[config.mk]
export PLATFORM = sky130hd
export DESIGN_NAME = language_tag_canonicalizer
export DESIGN_NICKNAME = d
export VERILOG_FILES = /design/src/hdl/ltc_pkg.sv /design/src/hdl/ltc_ram.sv /design/src/hdl/ltc_classify.sv /design/src/hdl/language_tag_canonicalizer.sv
export SDC_FILE = /design/constraint.sdc
export NUM_CORES = 1
export LEC_CHECK = 0
export BUFFER_PORTS_ARGS = -buffer_cell sky130_fd_sc_hd__buf_2
export CAP_MARGIN = 20
export CORE_ASPECT_RATIO = 0.9
export CORE_MARGIN = 2
export CORE_UTILIZATION = 50
export CTS_CLUSTER_DIAMETER = 50
export DETAILED_ROUTE_END_ITERATION = 16
export GPL_TIMING_DRIVEN = 0
export PLACE_DENSITY = 0.69
export SETUP_SLACK_MARGIN = 0.05
export SYNTH_ARGS = -nofsm -noshare
export SYNTH_HDL_FRONTEND = slang
export SYNTH_SLANG_ARGS = --single-unit
[constraint.sdc]
create_clock -name clock -period 9.6 [get_ports clock]
set_input_delay 0 -clock clock [delete_from_list [all_inputs] [get_ports clock]]
set_output_delay 0 -clock clock [all_outputs]
set_load 0.01 [all_outputs]
[src/hdl/ltc_pkg.sv]
// ----------------------------------------------------------------------------
// ltc_pkg: shared constants, types and helpers for the tag canonicalizer
// Sizes of the canonical buffer and subtag buffer, subtag kinds, character
// classes and the casing rule used when a subtag is copied out.
// ----------------------------------------------------------------------------
package ltc_pkg;

   // buffer sizes
   localparam int TAG_CAP    = 32;
   localparam int LANG_CAP   = 9;
   localparam int REGION_CAP = 4;
   localparam int SUBTAG_MAX = 8;

   // derived widths
   localparam int CANON_AW = $clog2(TAG_CAP);
   localparam int CL_W     = $clog2(TAG_CAP + 1);
   localparam int SUB_AW   = $clog2(SUBTAG_MAX);
   localparam int SL_W     = $clog2(SUBTAG_MAX + 1);
   localparam int IC_W     = $clog2(2 * TAG_CAP + 2);
   localparam int CMP_W    = CL_W + 1;

   // subtag kinds
   localparam logic [2:0] KIND_LANG    = 3'd0;
   localparam logic [2:0] KIND_SCRIPT  = 3'd1;
   localparam logic [2:0] KIND_REGION  = 3'd2;
   localparam logic [2:0] KIND_VARIANT = 3'd3;
   localparam logic [2:0] KIND_SEP     = 3'd4;

   // field flag bits
   localparam int HAVE_LANG   = 0;
   localparam int HAVE_SCRIPT = 1;
   localparam int HAVE_REGION = 2;

   // separators
   localparam logic [7:0] CH_HYPHEN     = 8'h2d;
   localparam logic [7:0] CH_UNDERSCORE = 8'h5f;

   // result of classifying a finished subtag
   typedef struct packed {
      logic            err;
      logic [2:0]      kind;
      logic [2:0]      flags_set;
      logic            sep;
      logic [CL_W-1:0] base;
   } cls_type;

   function automatic logic is_alpha(input logic [7:0] c);
      return (c >= 8'h61 && c <= 8'h7a) || (c >= 8'h41 && c <= 8'h5a);
   endfunction

   function automatic logic is_digit(input logic [7:0] c);
      return c >= 8'h30 && c <= 8'h39;
   endfunction

   // region upper, script title, everything else lower
   function automatic logic [7:0] case_char(input logic [7:0] c, input logic [2:0] kind,
                                             input logic first);
      logic up;
      logic [7:0] r;
      up = (kind == KIND_REGION) || (kind == KIND_SCRIPT && first);
      r  = c;
      if (up && c >= 8'h61 && c <= 8'h7a) begin
         r = c - 8'd32;
      end else if (!up && c >= 8'h41 && c <= 8'h5a) begin
         r = c + 8'd32;
      end
      return r;
   endfunction

endpackage

[src/hdl/ltc_ram.sv]
// ----------------------------------------------------------------------------
// ltc_ram: simple dual-port RAM
// One write port, one read port with registered read data.
// ----------------------------------------------------------------------------
module ltc_ram #(
   parameter int WIDTH = 8,
   parameter int DEPTH = 8
) (
   input  logic                     clock,
   input  logic                     wr_en,
   input  logic [$clog2(DEPTH)-1:0] wr_addr,
   input  logic [WIDTH-1:0]         wr_data,
   input  logic [$clog2(DEPTH)-1:0] rd_addr,
   output logic [WIDTH-1:0]         rd_data
);

   logic [WIDTH-1:0] mem [DEPTH];

   always_ff @(posedge clock) begin
      if (wr_en) begin
         mem[wr_addr] <= wr_data;
      end
      rd_data <= mem[rd_addr];
   end

endmodule

[src/hdl/ltc_classify.sv]
// ----------------------------------------------------------------------------
// ltc_classify: subtag classification
// Decides the kind of a finished subtag, whether it is legal, whether a
// hyphen goes in front of it and where its first character lands.
// ----------------------------------------------------------------------------
module ltc_classify
   import ltc_pkg::*;
(
   input  logic [SL_W-1:0] len,
   input  logic            all_alpha,
   input  logic            all_digit,
   input  logic [2:0]      flags,
   input  logic [CL_W-1:0] canon_len,
   output cls_type         cls
);

   logic [CMP_W-1:0] n_w;
   logic [CMP_W-1:0] cl_w;
   logic [CMP_W-1:0] base_w;
   logic             sep;
   logic             kind_err;
   logic             buf_err;
   logic [2:0]       kind;
   logic [2:0]       flags_set;

   assign n_w    = CMP_W'(len);
   assign cl_w   = CMP_W'(canon_len);
   assign sep    = canon_len != '0;
   assign base_w = cl_w + CMP_W'(sep);

   // kind selection, same precedence as the field order of a tag
   always_comb begin
      kind_err  = 1'b0;
      kind      = KIND_VARIANT;
      flags_set = '0;
      priority if (!flags[HAVE_LANG]) begin
         kind_err = (n_w < CMP_W'(2)) || !all_alpha || (n_w + CMP_W'(1) > CMP_W'(LANG_CAP));
         kind = KIND_LANG;
         flags_set[HAVE_LANG] = 1'b1;
      end else if (n_w == CMP_W'(4) && all_alpha && !flags[HAVE_SCRIPT]
                   && !flags[HAVE_REGION]) begin
         kind = KIND_SCRIPT;
         flags_set[HAVE_SCRIPT] = 1'b1;
      end else if (!flags[HAVE_REGION] && ((n_w == CMP_W'(2) && all_alpha)
                   || (n_w == CMP_W'(3) && all_digit))) begin
         kind_err = n_w + CMP_W'(1) > CMP_W'(REGION_CAP);
         kind = KIND_REGION;
         flags_set[HAVE_REGION] = 1'b1;
      end else begin
         kind = KIND_VARIANT;
      end
   end

   // room check: optional hyphen, the subtag, and one spare slot
   assign buf_err = (sep && (cl_w + CMP_W'(1) >= CMP_W'(TAG_CAP)))
                    || (base_w + n_w + CMP_W'(1) > CMP_W'(TAG_CAP));

   always_comb begin
      cls.err       = kind_err || buf_err;
      cls.kind      = kind;
      cls.flags_set = flags_set;
      cls.sep       = sep;
      cls.base      = base_w[CL_W-1:0];
   end

endmodule

[src/hdl/language_tag_canonicalizer.sv]
// ----------------------------------------------------------------------------
// language_tag_canonicalizer: language tag parser and canonicalizer
// Collects a tag byte by byte, casts each subtag into its canonical case and
// streams the canonical tag (or one reject result) after the final byte.
// ----------------------------------------------------------------------------
//  channel  direction  handshake           payload
//  req      in         req_valid/req_ready req_char_in, req_end_of_tag
//  rsp      out        rsp_valid/rsp_ready rsp_out_char, rsp_subtag_kind,
//                                          rsp_status, rsp_last_char
//
//  A letter or digit is written into the subtag RAM. A separator closes the
//  subtag, which is classified, then copied into the canonical RAM, one
//  character per cycle. After the final byte of an accepted tag each result
//  character is read from the canonical RAM, then loaded into the output
//  register; a rejected tag gives one reject result. Synchronous reset clears
//  the sequencer state but not the copy/emit counters, result payload or RAMs.
//  A stalled result holds in the output register; the next tag's bytes are
//  taken meanwhile, and its results wait until the register frees up.
// ----------------------------------------------------------------------------
module language_tag_canonicalizer
   import ltc_pkg::*;
(
   input  logic       clock,
   input  logic       reset,
   input  logic       req_valid,
   output logic       req_ready,
   input  logic [7:0] req_char_in,
   input  logic       req_end_of_tag,
   output logic       rsp_valid,
   input  logic       rsp_ready,
   output logic [7:0] rsp_out_char,
   output logic [2:0] rsp_subtag_kind,
   output logic       rsp_status,
   output logic       rsp_last_char
);

   localparam logic [2:0] ST_IDLE = 3'd0;
   localparam logic [2:0] ST_FIN  = 3'd1;
   localparam logic [2:0] ST_COPY = 3'd2;
   localparam logic [2:0] ST_END  = 3'd3;
   localparam logic [2:0] ST_EMRD = 3'd4;
   localparam logic [2:0] ST_EMLD = 3'd5;
   localparam logic [2:0] ST_ERR  = 3'd6;

   // control state
   logic [2:0]          state_ff, state_in;
   logic [IC_W-1:0]     ic_ff, ic_in;
   logic [SL_W-1:0]     sl_ff, sl_in;
   logic [CL_W-1:0]     cl_ff, cl_in;
   logic [2:0]          flags_ff, flags_in;
   logic                err_ff, err_in;
   logic                al_ff, al_in;
   logic                dg_ff, dg_in;
   logic                lastp_ff, lastp_in;
   logic [SUB_AW-1:0]   cp_idx_ff, cp_idx_in;
   logic [SL_W-1:0]     cp_len_ff, cp_len_in;
   logic [2:0]          kind_ff, kind_in;
   logic [CANON_AW-1:0] em_ff, em_in;
   logic                rv_ff, rv_in;

   // output payload
   logic [7:0] rc_ff, rc_in;
   logic [2:0] rk_ff, rk_in;
   logic       rs_ff, rs_in;
   logic       rl_ff, rl_in;

   // RAM ports
   logic                sub_we;
   logic [SUB_AW-1:0]   sub_waddr, sub_raddr;
   logic [7:0]          sub_rdata;
   logic                can_we;
   logic [CANON_AW-1:0] can_waddr;
   logic [10:0]         can_wdata, can_rdata;

   logic            accept;
   logic            is_sep;
   logic            err_now;
   logic            out_free;
   logic            cp_done;
   logic            em_last;
   logic            tag_done;
   logic [SL_W-1:0] cp_next;
   cls_type         cls;

   ltc_ram #(.WIDTH(8), .DEPTH(SUBTAG_MAX)) u_sub_ram (
      .clock  (clock),
      .wr_en  (sub_we),
      .wr_addr(sub_waddr),
      .wr_data(req_char_in),
      .rd_addr(sub_raddr),
      .rd_data(sub_rdata)
   );

   ltc_ram #(.WIDTH(11), .DEPTH(TAG_CAP)) u_canon_ram (
      .clock  (clock),
      .wr_en  (can_we),
      .wr_addr(can_waddr),
      .wr_data(can_wdata),
      .rd_addr(em_ff),
      .rd_data(can_rdata)
   );

   ltc_classify u_classify (
      .len      (sl_ff),
      .all_alpha(al_ff),
      .all_digit(dg_ff),
      .flags    (flags_ff),
      .canon_len(cl_ff),
      .cls      (cls)
   );

   assign req_ready = state_ff == ST_IDLE;
   assign accept    = req_valid && req_ready;
   assign is_sep    = req_char_in == CH_HYPHEN || req_char_in == CH_UNDERSCORE;
   assign out_free  = !rv_ff || rsp_ready;
   assign cp_next   = SL_W'(cp_idx_ff) + SL_W'(1);
   assign cp_done   = cp_next == cp_len_ff;
   assign em_last   = CL_W'(em_ff) + CL_W'(1) == cl_ff;

   // tag finished: last result loaded into the output register
   assign tag_done  = (state_ff == ST_EMLD && out_free && em_last)
                      || (state_ff == ST_ERR && out_free);

   assign sub_waddr = sl_ff[SUB_AW-1:0];
   assign sub_raddr = (state_ff == ST_COPY) ? cp_next[SUB_AW-1:0] : '0;

   // byte accounting on an accepted request
   always_comb begin
      ic_in   = ic_ff;
      err_now = err_ff;
      if (accept) begin
         if (ic_ff <= IC_W'(2 * TAG_CAP)) begin
            ic_in = ic_ff + IC_W'(1);
         end
         if (ic_in > IC_W'(2 * TAG_CAP)) begin
            err_now = 1'b1;
         end
      end
      if (tag_done) begin
         ic_in = '0;
      end
   end

   // sequencer
   always_comb begin
      state_in  = state_ff;
      sl_in     = sl_ff;
      cl_in     = cl_ff;
      flags_in  = flags_ff;
      err_in    = err_ff;
      al_in     = al_ff;
      dg_in     = dg_ff;
      lastp_in  = lastp_ff;
      cp_idx_in = cp_idx_ff;
      cp_len_in = cp_len_ff;
      kind_in   = kind_ff;
      em_in     = em_ff;
      rv_in     = rv_ff && !rsp_ready;
      rc_in     = rc_ff;
      rk_in     = rk_ff;
      rs_in     = rs_ff;
      rl_in     = rl_ff;
      sub_we    = 1'b0;
      can_we    = 1'b0;
      can_waddr = cl_ff[CANON_AW-1:0];
      can_wdata = {KIND_SEP, CH_HYPHEN};
      unique case (state_ff)
         ST_IDLE: begin
            if (accept) begin
               err_in   = err_now;
               lastp_in = req_end_of_tag;
               if (!err_now && !is_sep) begin
                  if (sl_ff >= SL_W'(SUBTAG_MAX)
                      || !(is_alpha(req_char_in) || is_digit(req_char_in))) begin
                     err_in = 1'b1;
                  end else begin
                     sub_we = 1'b1;
                     sl_in  = sl_ff + SL_W'(1);
                     al_in  = al_ff && is_alpha(req_char_in);
                     dg_in  = dg_ff && is_digit(req_char_in);
                  end
               end
               if (req_end_of_tag && err_in) begin
                  state_in = ST_ERR;
               end else if (req_end_of_tag || (!err_now && is_sep)) begin
                  state_in = ST_FIN;
               end
            end
         end
         ST_FIN: begin
            sl_in = '0;
            al_in = 1'b1;
            dg_in = 1'b1;
            if (sl_ff == '0) begin
               state_in = lastp_ff ? ST_END : ST_IDLE;
            end else if (cls.err) begin
               err_in   = 1'b1;
               state_in = lastp_ff ? ST_ERR : ST_IDLE;
            end else begin
               flags_in  = flags_ff | cls.flags_set;
               can_we    = cls.sep;
               cl_in     = cls.base;
               cp_idx_in = '0;
               cp_len_in = sl_ff;
               kind_in   = cls.kind;
               state_in  = ST_COPY;
            end
         end
         ST_COPY: begin
            can_we    = 1'b1;
            can_wdata = {kind_ff, case_char(sub_rdata, kind_ff, cp_idx_ff == '0)};
            cl_in     = cl_ff + CL_W'(1);
            cp_idx_in = cp_next[SUB_AW-1:0];
            if (cp_done) begin
               state_in = lastp_ff ? ST_END : ST_IDLE;
            end
         end
         ST_END: begin
            em_in = '0;
            if (err_ff || !flags_ff[HAVE_LANG] || cl_ff == '0) begin
               state_in = ST_ERR;
            end else begin
               state_in = ST_EMRD;
            end
         end
         ST_EMRD: begin
            state_in = ST_EMLD;
         end
         ST_EMLD: begin
            if (out_free) begin
               rv_in = 1'b1;
               rc_in = can_rdata[7:0];
               rk_in = can_rdata[10:8];
               rs_in = 1'b0;
               rl_in = em_last;
               em_in = em_ff + CANON_AW'(1);
               state_in = em_last ? ST_IDLE : ST_EMRD;
            end
         end
         ST_ERR: begin
            if (out_free) begin
               rv_in    = 1'b1;
               rc_in    = '0;
               rk_in    = KIND_LANG;
               rs_in    = 1'b1;
               rl_in    = 1'b1;
               state_in = ST_IDLE;
            end
         end
         default: begin
            state_in = ST_IDLE;
         end
      endcase
      // tag finished: back to the empty-tag state
      if (tag_done) begin
         sl_in    = '0;
         cl_in    = '0;
         flags_in = '0;
         err_in   = 1'b0;
         al_in    = 1'b1;
         dg_in    = 1'b1;
         lastp_in = 1'b0;
      end
   end

   // control registers
   always_ff @(posedge clock) begin
      if (reset) begin
         state_ff <= ST_IDLE;
         ic_ff    <= '0;
         sl_ff    <= '0;
         cl_ff    <= '0;
         flags_ff <= '0;
         err_ff   <= 1'b0;
         al_ff    <= 1'b1;
         dg_ff    <= 1'b1;
         lastp_ff <= 1'b0;
         rv_ff    <= 1'b0;
      end else begin
         state_ff <= state_in;
         ic_ff    <= ic_in;
         sl_ff    <= sl_in;
         cl_ff    <= cl_in;
         flags_ff <= flags_in;
         err_ff   <= err_in;
         al_ff    <= al_in;
         dg_ff    <= dg_in;
         lastp_ff <= lastp_in;
         rv_ff    <= rv_in;
      end
   end

   // copy/emit counters and result payload
   always_ff @(posedge clock) begin
      cp_idx_ff <= cp_idx_in;
      cp_len_ff <= cp_len_in;
      kind_ff   <= kind_in;
      em_ff     <= em_in;
      rc_ff     <= rc_in;
      rk_ff     <= rk_in;
      rs_ff     <= rs_in;
      rl_ff     <= rl_in;
   end

   assign rsp_valid       = rv_ff;
   assign rsp_out_char    = rc_ff;
   assign rsp_subtag_kind = rk_ff;
   assign rsp_status      = rs_ff;
   assign rsp_last_char   = rl_ff;

   // a reject is always the only, hence final, result of its tag
   a_reject_last: assert property (@(posedge clock) disable iff (reset)
      rv_ff && rs_ff |-> rl_ff)
      else $error("reject result without last_char");

   // canonical length never passes the buffer size
   a_canon_bound: assert property (@(posedge clock) disable iff (reset)
      cl_ff <= CL_W'(TAG_CAP))
      else $error("canonical length out of range");

   // copy never runs past the subtag it was started for
   a_copy_bound: assert property (@(posedge clock) disable iff (reset)
      state_ff == ST_COPY |-> SL_W'(cp_idx_ff) < cp_len_ff)
      else $error("copy index past subtag length");

   // a new result is loaded only into a free output register
   a_out_free: assert property (@(posedge clock) disable iff (reset)
      rv_ff && !rsp_ready |=> $stable(rc_ff) && $stable(rs_ff) && $stable(rl_ff))
      else $error("stalled result overwritten");

endmodule
Word-level counts from Yosys, hierarchy flattened
Memories as Yosys holds them, arrays and structs flattened. A register that Yosys moved wholly into a read port is not among the register bits.
Index checks and enable logic that the tools add are counted.
{"block": "totals", "output_inout_bits": 15, "input_bits": 13, "wordCells": 233, "mem_count": 2, "register_bits": 56, "ram_bits": 416}
{"block": "op_classes", "n_mux": 82, "bitwise_logic": 4, "n_addsub": 13, "reduce_logical": 70, "n_eq_ne": 25, "n_lt_le_gt_ge": 18}
{"memory": "u_canon_ram.mem", "depth": 32, "word_bits": 11, "read_ports": 1, "rd_clocked_by_memory_dff": 1, "write_ports": 1, "line": "ltc_ram.sv:17", "rtl": "logic [WIDTH-1:0] mem [DEPTH];"}
{"memory": "u_sub_ram.mem", "depth": 8, "word_bits": 8, "read_ports": 1, "rd_clocked_by_memory_dff": 1, "write_ports": 1, "line": "ltc_ram.sv:17"}
{"op": "two-way mux 3 bit", "count": 14}
{"op": "two-way mux 1 bit", "count": 39}
{"op": ">= comparator 8 x 7 -> 1 bit (second input constant)", "count": 4}
{"op": "less-or-equal comparator 8 x 7 -> 1 bit (second input constant)", "count": 4}
{"op": "two-way mux 8 bit", "count": 4}
{"op": "logical AND 1 bit", "count": 25}
{"op": "case mux 3 bit (7 select lines)", "count": 1}
{"op": "case mux 8 bit (2 select lines)", "count": 1}
{"op": "logical OR 1 bit", "count": 15}
{"op": "adder 7 x 1 -> 7 bit (second input constant)", "count": 2}
{"op": "two-way mux 7 bit", "count": 2}
{"op": "!= test 2 bit (second input constant)", "count": 7}
{"op": "two-way mux 4 bit", "count": 3}
{"op": "two-way mux 6 bit", "count": 2}
{"op": "case mux 1 bit (2 select lines)", "count": 6}
{"op": "case mux 3 bit (2 select lines)", "count": 2}
{"op": "case mux 6 bit (2 select lines)", "count": 1}
{"op": "two-way mux 11 bit", "count": 1}
{"op": "logical NOT 1 bit", "count": 10}
{"op": "case mux 5 bit (2 select lines)", "count": 1}
{"op": "equality test 3 x 2 -> 1 bit (second input constant)", "count": 3}
{"op": "equality test 3 bit (second input constant)", "count": 3}
{"op": "AND reduction 3 bit", "count": 3}
{"op": "adder 8 x 6 -> 8 bit (second input constant)", "count": 1}
{"op": "43 further kinds", "count": 58}

Depth between registers and ports, before layout
{"block": "logic_depth", "ltp_word": 15, "ltp_mapped": 19, "mapped_depth_nobuf": 18}

By module
A second synthesis with hierarchy kept.
{"block": "unflattened", "cells_unflattened": 1361, "area_unflattened_um2": 20820.0}
{"mod": "ltc_ram (u_canon_ram)", "n_inst": 1, "cells_per_inst": 801, "area_per_inst_um2": 14192.4, "seq_area_each_um2": 10790.3}
{"mod": "language_tag_canonicalizer", "n_inst": 1, "cells_per_inst": 370, "area_per_inst_um2": 3349.5, "seq_area_each_um2": 1401.3}
{"mod": "ltc_ram (u_sub_ram)", "n_inst": 1, "cells_per_inst": 114, "area_per_inst_um2": 2691.3, "seq_area_each_um2": 2082.0}
{"mod": "ltc_classify", "n_inst": 1, "cells_per_inst": 76, "area_per_inst_um2": 586.8, "seq_area_each_um2": 0.0}

Least setup slack after synthesis
OpenSTA, ideal clock, no wires.
{"block": "synth_path", "path_type": "register -> register", "startpoint": "reg cl_ff[1]", "endpoint": "mem u_canon_ram.mem[13][0], enable pin", "synth_period_minus_slack_ps": 4452, "n_path_buf": 1, "path_stages_with_launch": 20, "setup_ps": 378, "slack_ps": 5148, "arrival_time_ps": 4074, "path_cell_list": "dfxtp_1 -> clkbuf_1 -> inv_1 -> ha_1 -> nand4_1 -> nor2_1 -> inv_1 -> ha_1 -> inv_1 -> ha_1 -> inv_1 -> fa_1 -> a21o_1 -> a21oi_1 -> xor2_1 -> o211ai_1 -> a211o_1 -> o31ai_4 -> nand2_2 -> nor2_1"}
{"block": "synth_between", "elab_chain_len": 12}
{"element": "start: declaration", "line": "language_tag_canonicalizer.sv:49", "rtl": "logic [CL_W-1:0] cl_ff, cl_in;"}
{"element": "start signal: assignment", "line": "language_tag_canonicalizer.sv:283", "rtl": "cl_ff <= cl_in;"}
{"element": "nonzero test 6 bit", "line": "ltc_classify.sv:28", "rtl": "assign sep = canon_len != '0;"}
{"element": "adder 6 x 1 -> 7 bit", "line": "ltc_classify.sv:29", "rtl": "assign base_w = cl_w + CMP_W'(sep);"}
{"element": "adder 7 x 4 -> 7 bit", "line": "ltc_classify.sv:56", "rtl": "|| (base_w + n_w + CMP_W'(1) > CMP_W'(TAG_CAP));"}
{"element": "adder 7 x 1 -> 7 bit", "line": "ltc_classify.sv:56"}
{"element": "> comparator 7 x 6 -> 1 bit", "line": "ltc_classify.sv:56"}
{"element": "logical OR 1 bit", "line": "ltc_classify.sv:56"}
{"element": "logical OR 1 bit", "line": "ltc_classify.sv:59", "rtl": "cls.err = kind_err || buf_err;"}
{"element": "two-way mux 1 bit", "line": "language_tag_canonicalizer.sv:196", "rtl": "end else if (cls.err) begin"}
{"element": "two-way mux 1 bit", "line": "language_tag_canonicalizer.sv:194", "rtl": "if (sl_ff == '0) begin"}
{"element": "case mux 1 bit (2 select lines)", "line": "language_tag_canonicalizer.sv:167", "rtl": "unique case (state_ff)"}
{"element": "two-way mux 1 bit", "line": "ltc_ram.sv:20", "rtl": "if (wr_en) begin"}
{"element": "two-way mux 1 bit (implied by the code)", "line": "ltc_ram.sv:21", "rtl": "mem[wr_addr] <= wr_data;"}
{"element": "end: declaration", "line": "ltc_ram.sv:17"}
Several ways; a longest one is shown, not always the timed one.

Worst setup path in the final report
{"block": "layout_path", "startpoint": "reg cl_ff[1]", "endpoint": "mem u_canon_ram.mem[14][1], enable pin"}
The elaborated chain is that of the path after synthesis.

==> results.md <==
- The flow ran to the end, and the final reports show no timing, DRC or antenna violations.
- TritonCTS built the clock tree.
- The worst slew margin relative to its limit is 0.2493.
- STA classifies the critical path endpoint as a flop.
- The share of total power dissipated in the clock network is 0.437.
- The die is 215.1 um wide.
- The weighted congestion at the end of routability-driven global placement is 0.9158.
- The number of standard-cell rows in the floorplan is 69.
- The cell count after synthesis came out at 1173.
- The combined area of the multi-input logic cells is 0.005507 mm2.
- The H-tree generated during clock tree synthesis spans 2 levels.
- Setup repair after global routing left no endpoint under its margin.
- The max-slew violation total from the final report came to 0.
- The detail route stage leaves a number of antenna-violating nets equal to 0.
- The die outline area is 0.04172 mm2.
- The starting DRC count in detailed routing is 1174.
- For the pin with the worst max-slew slack, the measured transition is 1122 ps.
- STA classifies the critical path startpoint as a flop.
- The sequential fraction of design power is 0.519.
- The total CTS buffers is 49.
- The layout overhead on the synthesized area is 14.97%.
- The prevailing post-synth register cell is sky130_fd_sc_hd__edfxtp_1.
- The clock sink total is 490.
- In this run, synthesis inferred 443 flip-flops with an integrated enable.
- Before antenna repair, the detailed router went through 7 iterations.
- In this run the worst hold path is classified as in -> reg.
- The first global-routing pass estimated 67.30 mm of wire.
- The power per cell area is 197.7 mW/mm2.
- The aggregate global routing overflow is 0.
- The via count of the first global-routing pass is 10880.
- The portion of the post-synthesis area used by sequential elements is 0.7104.
- In the routed layout, each cell is associated on average with a via count of 5.886.
- Of the cells placed in the final design, the portion with a size suffix greater than 1 is 0.2203.
- Along the worst path, the maximum fanout reaches 11.
- 28 I/O pins were placed.
- The HPWL reported at the end of detailed placement is 29.63 mm.
- In this run, post-CTS repair resized a total of 0 instances.
- The effective utilization at floorplan is 0.5071.
- The number of nets in the final layout is 1327.
- For the final routed database, the setup TNS stands at 0 ps.
- In the global route stage, met3 resource usage came out at 0.02792.
- The routed wire length is 44.59 mm.
- The final clock period utilization by the worst path is 0.5667.
- The initial antenna violation count is 0.
- The total power draw is 4.556 mW.
- The number of inserted filler cells in the final layout is 3000.
- The data arrival at the endpoint of the critical path is 5650 ps.
- Of the total power, the share spent switching nets is 0.2094.
- The reported net switching power is 0.9539 mW.
- The synthesis-stage register bit count is 490.
- The total number of yosys warnings is 0.
- In the layout the commonest cells are sky130_fd_sc_hd__edfxtp_1, sky130_fd_sc_hd__mux4_2, sky130_fd_sc_hd__nor2_1.
- The internal power is 3.602 mW.
- The number of hold violations in the final report is 0.
- The vertical die dimension is 194.0 um.
- For this design the static power due to leakage is 7.486 nW.
- The peak supply drop is 140.1 uV.
- The share of total power in combinational logic is 0.045.
- The register area is 0.01424 mm2.
- The antenna diode count is 0.
- The longest clock path from root to sink contains 3 buffers.
- By startpoint and endpoint, the worst setup path is classified as reg -> reg.
- The clock latency reported for the late side of the worst-skew pair is 590 ps.
- The largest net degree at the start of global routing is 42.
- The worst register-to-register path has a depth of 19.
- When the netlist entered floorplanning its net count stood at 1210.
- The post-synthesis average cell area is 17.09 um2.
- Max-cap violations in this run came to 0.
- The final worst clock skew is 31.14 ps.
- The worst hold path stage count is 3.
- Static timing analysis puts the maximum clock frequency at 0.1838 GHz.
- In the global route stage, overall resource usage came out at 0.2169.
- The clock transition at the registers of the reported paths is 60 ps.
- In this run, distinct cell masters in the synthesized netlist total 68.
- Setup violations remaining at the end of the flow were counted as 0.
- At the worst endpoint, the required time is 9810 ps.
- The global-route layer with the greatest usage is met2.
- After detailed routing, the average wire length per cell comes to 23.95 um.
- The most common cell after layout, fill and taps aside is sky130_fd_sc_hd__edfxtp_1.
- The count of buffers inserted at the top-level ports is 27.
- The floorplan step defined a core boundary enclosing 0.03954 mm2.
- The global routing usage on met2 is 0.3387.
- The fraction of met1 tracks used by global routing is 0.3272.
- The root buffer cell is sky130_fd_sc_hd__clkbuf_16.
- In the synthesized netlist the async set-or-reset flop fraction comes to 0.
- In this run the cell area of the synthesized design comes to 0.02005 mm2.
- The total DRC errors in the routed layout is 0.
- The clock period minus worst slack is 5440 ps.
- The total via count in the routed design is 10960.
[registers in the layout, summed over array words and instances (netlist names), 2 cells and up]
register	cells
cl_ff	6
cp_len_ff	4
u_sub_ram.rd_data	8
sl_ff	4
u_canon_ram.mem	352
rsp_subtag_kind	3
em_ff	5
cp_idx_ff	3
flags_ff	3
state_ff	3
u_canon_ram.rd_data	11
u_sub_ram.mem	64
kind_ff	2
rsp_out_char	8
ic_ff	7
[final timing paths]
path / start / endpoint / slack [ps]
worst max-delay path: cl_ff[1] / u_canon_ram.mem[14][1] / 4160
worst min-delay path: reset / state_ff[2] / 220
worst min register to register: dg_ff / dg_ff / 480
worst max register to register: cl_ff[1] / u_canon_ram.mem[14][1] / 4160
[cells in the mapped netlist, types with 3 or more instances]
library cell                number  area share
sky130_fd_sc_hd__o22ai_1         6      0.0019
sky130_fd_sc_hd__nand4_1         4      0.0012
sky130_fd_sc_hd__edfxtp_1      443        0.66
sky130_fd_sc_hd__nand2_2         4      0.0012
sky130_fd_sc_hd__nor2b_1         8      0.0025
sky130_fd_sc_hd__a31oi_1        12      0.0037
sky130_fd_sc_hd__dfxtp_1        47       0.047
sky130_fd_sc_hd__xor2_1         10      0.0044
sky130_fd_sc_hd__nand2_1        54       0.010
sky130_fd_sc_hd__o21a_1          3      0.0011
sky130_fd_sc_hd__o31ai_1         6      0.0022
sky130_fd_sc_hd__mux4_2        110        0.12
sky130_fd_sc_hd__buf_1          12      0.0022
sky130_fd_sc_hd__ha_1           23       0.014
sky130_fd_sc_hd__and3_1         13      0.0041
sky130_fd_sc_hd__inv_1          35      0.0066
sky130_fd_sc_hd__clkbuf_1       35      0.0066
sky130_fd_sc_hd__o221ai_1        5      0.0022
sky130_fd_sc_hd__a21oi_1        20      0.0050
sky130_fd_sc_hd__xnor2_1        17      0.0074
sky130_fd_sc_hd__buf_2          11      0.0027
sky130_fd_sc_hd__a211oi_1        7      0.0026
sky130_fd_sc_hd__o211ai_1        9      0.0034
sky130_fd_sc_hd__or3_1          10      0.0031
sky130_fd_sc_hd__mux2i_1         3      0.0015
sky130_fd_sc_hd__and2_1         12      0.0037
sky130_fd_sc_hd__nor2_1        102       0.019
sky130_fd_sc_hd__or2_2           3     0.00094
sky130_fd_sc_hd__nand3_1        24      0.0060
sky130_fd_sc_hd__nor3_1         17      0.0042
sky130_fd_sc_hd__o21ai_0        32      0.0080
sky130_fd_sc_hd__mux2_2         11      0.0062
sky130_fd_sc_hd__nor4_1         10      0.0031
sky130_fd_sc_hd__o2111ai_1       3      0.0013
sky130_fd_sc_hd__nand2b_1        9      0.0028
sky130_fd_sc_hd__a211o_1         3      0.0013
[cell families after synthesis]
| kind of cell | after synthesis | synth area share |
|---|---|---|
| flops | 490 | 0.7104 |
| simple gates | 284 | 0.06846 |
| compound gates | 129 | 0.04425 |
| mux | 124 | 0.1312 |
| buf+inv | 95 | 0.01847 |
| xor+xnor | 27 | 0.01179 |
| fa+ha+maj | 24 | 0.01535 |
[metal layers]
metal,part of all wire,wire length [um]
met3,0.070,3136
met1,0.44,19740
met2,0.47,20850
met5,0,0
met4,0.019,860
[power groups by stage]
stage / Clock, mW / Combinational, mW / Sequential [mW]
2_1_floorplan: 0 / 0.118 / 2.41
3_3_place_gp: 0 / 0.177 / 2.41
3_5_place_dp: 0 / 0.194 / 2.41
4_1_cts: 2.02 / 0.201 / 2.36
5_1_grt: 2.10 / 0.224 / 2.36
6_report: 1.99 / 0.204 / 2.36
[cell type report]
class	instances	share of cell area
clock buffer	58	0.05776
clock inverter	33	0.01623
tap	532	0.02888
multi-input combinational	588	0.2389
inverter	37	0.006025
buffer	58	0.01010
sequential	490	0.6180
timing repair buffer	66	0.02416
[repair_timing]
| item | 4_1_cts | 5_1_grt |
|---|---|---|
| hold buffers | 14 | 0 |
| buffers inserted | 0 | 0 |
| hold endpoints to repair | 69 | 0 |
[critical path: stages, from the launching register on]
cell and delay, ps:
sky130_fd_sc_hd__dfxtp_1 340, sky130_fd_sc_hd__clkbuf_1 200, sky130_fd_sc_hd__inv_1 140, sky130_fd_sc_hd__ha_1 190, sky130_fd_sc_hd__nand4_1 140, sky130_fd_sc_hd__nor2_1 310
sky130_fd_sc_hd__inv_1 80, sky130_fd_sc_hd__ha_1 300, sky130_fd_sc_hd__inv_1 70, sky130_fd_sc_hd__ha_1 150, sky130_fd_sc_hd__inv_1 50, sky130_fd_sc_hd__fa_1 390
sky130_fd_sc_hd__a21o_1 170, sky130_fd_sc_hd__a21oi_1 220, sky130_fd_sc_hd__xor2_1 170, sky130_fd_sc_hd__o211ai_1 140, sky130_fd_sc_hd__a211o_1 390, sky130_fd_sc_hd__o31ai_4 390
sky130_fd_sc_hd__nand2_2 300, sky130_fd_sc_hd__nor2_1 930
[through the flow]
| stage | hold slack [ps] | cell area, um2 | std cells | utilization | setup WS [ps] |
|---|---|---|---|---|---|
| 6_report | 224.1 | 23050 | 1862 | 0.5829 | 4160 |
| 5_1_grt | 243.6 | 23050 | 1862 | 0.5829 | 3768 |
| 4_1_cts | 186.6 | 22940 | 1851 | 0.5802 | 4114 |
| 3_5_place_dp | 255.9 | 21100 | 1746 | 0.5335 | 4152 |
| 3_3_place_gp | 259.6 | 20850 | 1732 | 0.5273 | 3554 |
| 2_1_floorplan | 69.07 | 20050 | 1173 | - | 5148 |
Power figures use the tool's default switching activity.
